==> config.mk <==
export PLATFORM = sky130hd
export DESIGN_NAME = qau_sqrt
export DESIGN_NICKNAME = d
export VERILOG_FILES = /design/src/rtl/core/qau_pkg.sv /design/src/rtl/core/qau_sqrt.sv
export SDC_FILE = /design/constraint.sdc
export NUM_CORES = 2
export LEC_CHECK = 0
export BUFFER_PORTS_ARGS = -buffer_cell sky130_fd_sc_hd__buf_2
export CELL_PAD_IN_SITES_DETAIL_PLACEMENT = 1
export CELL_PAD_IN_SITES_GLOBAL_PLACEMENT = 1
export CORE_ASPECT_RATIO = 0.9
export CORE_MARGIN = 2
export CORE_UTILIZATION = 55
export DETAILED_ROUTE_END_ITERATION = 16
export GPL_ROUTABILITY_DRIVEN = 1
export GPL_TIMING_DRIVEN = 0
export PLACE_DENSITY_LB_ADDON = 0.1
export SLEW_MARGIN = 0
export SYNTH_ARGS = -nofsm -noshare
export SYNTH_HDL_FRONTEND = slang
export SYNTH_SLANG_ARGS = --single-unit
==> constraint.sdc <==
create_clock -name clk_i -period 8.28 [get_ports clk_i]
set_clock_uncertainty 0.15 [all_clocks]
set_input_delay 1.656 -clock clk_i [delete_from_list [all_inputs] [get_ports clk_i]]
set_output_delay 1.656 -clock clk_i [all_outputs]
set_load 0.05 [all_outputs]
==> src/rtl/core/qau_pkg.sv <==
// shared types, widths and helpers of the quaternion arithmetic unit
`default_nettype none

package qau_pkg;

  localparam int FRAC_BITS = 14;
  localparam int DW        = 16;
  localparam int PW        = 2 * DW;
  localparam int SUMW      = PW + 2;
  localparam int SW        = 34;
  localparam int SQ_STEPS  = 17;
  localparam int MW        = 17;
  localparam int QW        = FRAC_BITS + 1;
  localparam int NW        = DW + FRAC_BITS + 2;

  localparam logic [1:0] MODE_PROD = 2'd0;
  localparam logic [1:0] MODE_CONJ = 2'd1;
  localparam logic [1:0] MODE_MAG  = 2'd2;
  localparam logic [1:0] MODE_NORM = 2'd3;

  typedef logic [3:0][DW-1:0] quat_t;
  typedef logic [3:0][QW-1:0] quo_t;

  typedef struct packed {
    logic [1:0] mode;
    quat_t      a;
    quat_t      res;
    logic       sat;
  } side_t;

  // clip to 16 bits signed, flag in the top bit
  function automatic logic [DW:0] sat16(input logic signed [SUMW-1:0] v);
    logic signed [SUMW-1:0] hi;
    logic signed [SUMW-1:0] lo;
    hi = SUMW'((2 ** (DW - 1)) - 1);
    lo = -hi - SUMW'(1);
    if (v > hi) begin
      sat16 = {1'b1, hi[DW-1:0]};
    end else if (v < lo) begin
      sat16 = {1'b1, lo[DW-1:0]};
    end else begin
      sat16 = {1'b0, v[DW-1:0]};
    end
  endfunction

endpackage

`default_nettype wire

==> src/rtl/core/qau_sqrt.sv <==
// pipelined integer square root, one result bit per stage
`default_nettype none

module qau_sqrt import qau_pkg::*; (
  input  wire logic          clk_i,
  input  wire logic          rst_ni,
  input  wire logic          en_i,
  input  wire logic          valid_i,
  input  wire side_t         side_i,
  input  wire logic [SW-1:0] s_i,
  output logic               valid_o,
  output side_t              side_o,
  output logic [SW-1:0]      n_o,
  output logic [SW-1:0]      r_o
);

  logic          v_s [SQ_STEPS+1];
  side_t         side_s [SQ_STEPS+1];
  logic [SW-1:0] n_s [SQ_STEPS+1];
  logic [SW-1:0] r_s [SQ_STEPS+1];

  assign v_s[0]    = valid_i;
  assign side_s[0] = side_i;
  assign n_s[0]    = s_i;
  assign r_s[0]    = '0;

  for (genvar k = 0; k < SQ_STEPS; k++) begin : g_step
    localparam logic [SW-1:0] Bit = SW'(1) << (2 * (SQ_STEPS - 1 - k));
    logic [SW-1:0] t;
    logic [SW-1:0] n_d, r_d;

    always_comb begin
      t = r_s[k] + Bit;
      if (n_s[k] >= t) begin
        n_d = n_s[k] - t;
        r_d = (r_s[k] >> 1) + Bit;
      end else begin
        n_d = n_s[k];
        r_d = r_s[k] >> 1;
      end
    end

    always_ff @(posedge clk_i or negedge rst_ni) begin
      if (!rst_ni) begin
        v_s[k+1] <= 1'b0;
      end else if (en_i) begin
        v_s[k+1] <= v_s[k];
      end
    end

    always_ff @(posedge clk_i) begin
      if (en_i) begin
        side_s[k+1] <= side_s[k];
        n_s[k+1]    <= n_d;
        r_s[k+1]    <= r_d;
      end
    end
  end

  assign valid_o = v_s[SQ_STEPS];
  assign side_o  = side_s[SQ_STEPS];
  assign n_o     = n_s[SQ_STEPS];
  assign r_o     = r_s[SQ_STEPS];

endmodule

`default_nettype wire

==> impl_metrics.csv <==
group,metric,value,unit
placement,gp_congestion,0.884,
sta,setup_tns,0,ps
sta,fin_crit,4870,ps
cts,clk_latency,900,ps
cts,cts_tree,"built",
setup_path,start_kind,"input pin",
cts,cts_setup_buffers,0,
setup_path,r2r-end,"n_s[267]$_DFFE_PP_",
sta,max_clock_freq,205,MHz
min_path,hp-start,"side_s[1782]$_DFFE_PP_",
placement,hpwl,103,mm
synthesis,ys_types,95,
min_path,min_path_type,"reg -> reg",
cts,cts-root-buf,"clkbuf_16",
sta,hold_violations,0,
synthesis,yosysTopAreaCell,"edfxtp_1",
synthesis,synth-edff-count,2958,
global_route,grt_max_degree,194,
routing,drt-initial-drc-count,2544,
status,outcome,"finished, final reports clean",
sta,tightest_slew,1020,ps
global_route,grt_antenna_before_repair,15,
final_layout,syn_to_final_growth,14.0,%
routing,drcViolationCount,0,
setup_path,worstSetupPathType,"in -> reg",
min_path,holdPathStages,0,
floorplanning,start_util,0.554,
setup_path,cp_max_fo,173,
synthesis,yosys_warnings,0,
synthesis,synth_xor_area_frac,0.0199,
floorplanning,die_x,463,µm
synthesis,yosys.area_share.adder,0.0201,
final_layout,drive_gt1_frac,0.176,
power,power,33500,µW
floorplanning,core_area,188000,µm²
setup_path,r2r_slack,4790,ps
sta,period_share,0.589,
synthesis,synth-main-ff-cell,"edfxtp_1",
synthesis,ys_ff_latch,2975,
setup_path,end_kind,"register",
setup_path,cp-startpoint,"en_i",
cts,cts_made_buffers,304,
cts,cts_hold_buffers,0,
run,max_cap_violations,0,
floorplanning,io_pins,369,
global_route,grt_remaining_overflow,0,
synthesis,synthArstFlopShare,0.00571,
synthesis,synth_top_family_by_area,"simple AND/OR/NAND/NOR gates",
final_layout,num-fill-cells,15800,
cts,cts_resized,0,
synthesis,avgSynthCellArea,20.0,µm²
routing,via_per_inst,5.11,
sta,grt_setup_unrepaired,"false",
synthesis,synth_compound_area_frac,0.0319,
synthesis,syn_inst,5227,
sta,setup_viol,0,
power,power.density,282,nW/µm²
routing,first_pass_iters,5,
min_path,holdPathEnd,"side_s[1651]$_DFFE_PP_",
placement,port_buffers,351,
floorplanning,die_area,193000,µm²
synthesis,synth_area,104000,µm²
synthesis,yosysTopAreaCellShare,0.851,
floorplanning,die_h,417,µm
global_route,gr-usage-all-layers,0.163,
setup_path,ff2ff_path_depth,9,
power,ir_drop,0.226,mV
routing,wire_per_inst,18.2,µm
synthesis,synthSimpleGateAreaFrac,0.0432,
routing,vias,44200,
global_route,grt_first_pass_wirelength,248,mm
sta,maxSlewViolCount,0,
routing,ant_nets,0,
floorplanning,rows,151,
cts,clkTransAtPathRegs,60,ps
synthesis,yosysSeqAreaShare,0.855,
setup_path,timing.rr.start,"n_s[289]$_DFFE_PP_",
cts,cts.sinks,2975,
routing,drt_wl_total,158,mm
synthesis,synthMuxAreaShare,0.00692,
power,p_leak,0.0424,µW
sta,max_slew_margin,0.321,
cts,htree_levels,5,
setup_path,worstPathArrival,5230,ps
synthesis,yosys-top-cells-area,"edfxtp_1, ha_1, buf_4",
cts,clockBufferDepth,4,
setup_path,required,8640,ps
final_layout,layout.nets,6254,
global_route,grt_pass1_vias,46900,
metrics by stage:
stage          setup WS [ps]  utilization  hold WS, ps  std cells  area (µm²)
5_1_grt                 3170        0.632          235       8655      119000
3_3_place_gp          -40300        0.581          250       8118      109000
3_5_place_dp            2510        0.583          255       8135      110000
2_1_floorplan           5360            -          250       5243      104000
4_1_cts                 3530        0.632          232       8655      119000
6_report                3410        0.632          237       8657      119000
worst max path at each step:
stage                           endpoint  slack [ps]  cells after the start
floorplan            v_s[16]$_DFFE_PN0P_        5360                      3
global placement    side_o[25]$_DFFE_PP_      -40300                      1
detailed placement  side_o[25]$_DFFE_PP_        2510                      5
CTS                 side_o[62]$_DFFE_PP_        3530                      5
global route        side_o[62]$_DFFE_PP_        3170                      5
finish              side_o[62]$_DFFE_PP_        3410                      5
cell usage in the layout (no fill, tap or decap), types with 13 or more instances in the layout:
cell	instances
o21bai_1	15
nor2b_1	33
conb_1	17
or3_1	34
a21o_1	35
and3_1	15
mux2_2	38
clkbuf_16	310
nor3_1	76
edfxtp_1	2958
a31oi_1	14
a21oi_1	156
inv_1	203
ha_1	168
xnor2_1	130
nand4_1	39
o31ai_1	17
clkbuf_1	87
nor4_1	73
nor2_1	165
clkinv_1	61
buf_2	366
buf_16	17
o21a_1	27
or4_1	14
and2_1	15
a211oi_1	13
o21ai_0	88
nand2_1	168
bufinv_16	17
clkinv_2	51
o21ai_1	52
dfrtp_1	17
buf_4	185
nand3_1	45
nand2b_1	40
nor4_2	14
xor2_1	107
mux2_1	19
layer usage:
metal  part of all wire  GRT usage  vias to the layer above
met4              0.035     0.0643                        0
met2               0.53      0.300                      722
li1                   -          -                    21400
met5                  0          0                        -
met3              0.034     0.0297                      394
met1               0.40      0.187                    21700
cell usage after synthesis (27+ instances only):
cell type	instances
edfxtp_1	2958
inv_1	203
buf_4	185
ha_1	168
nand2_1	168
nor2_1	165
a21oi_1	156
xnor2_1	130
xor2_1	107
o21ai_0	88
nor3_1	76
nor4_1	73
o21ai_1	52
nand3_1	45
nand2b_1	40
nand4_1	39
mux2_2	38
a21o_1	35
or3_1	34
nor2b_1	33
o21a_1	27
flip-flops by register name, indices dropped and copies added, names as in the netlist:
name	count
side_s	2096
side_o	131
n_o	34
r_s	136
v_s	16
n_s	544
valid_o	1
r_o	17
where the power goes:
part           internal [µW]  switching (µW)
Clock                   7380            5180
Combinational            939            1550
Sequential             17900             525
critical path, cell delays in order:
cell	delay [ps]
buf_12	530
buf_16	500
buf_16	530
buf_16	590
buf_16	570
final cells by class:
class,instances,area [µm²],area share
antenna,2,5.00,0.0000420
buffer,232,1620,0.0136
clock buffer,374,8020,0.0674
clock inverter,146,1160,0.00979
inverter,207,777,0.00653
multi-input combinational,1829,12800,0.108
sequential,2975,89300,0.750
tap,2524,3160,0.0265
timing repair buffer,368,2240,0.0188
logic make-up after synthesis:
| logic type | Yosys count |
|---|---|
| AOI/OAI and AO/OA | 520 |
| xor gates and xnor gates | 237 |
| adders and majority gates | 168 |
| buffers and inverters | 439 |
| DFF | 2975 |
| muxes | 65 |
| other | 1 |
| and+or+nand+nor | 822 |
Note: power is estimated with default switching activity, not from simulation.
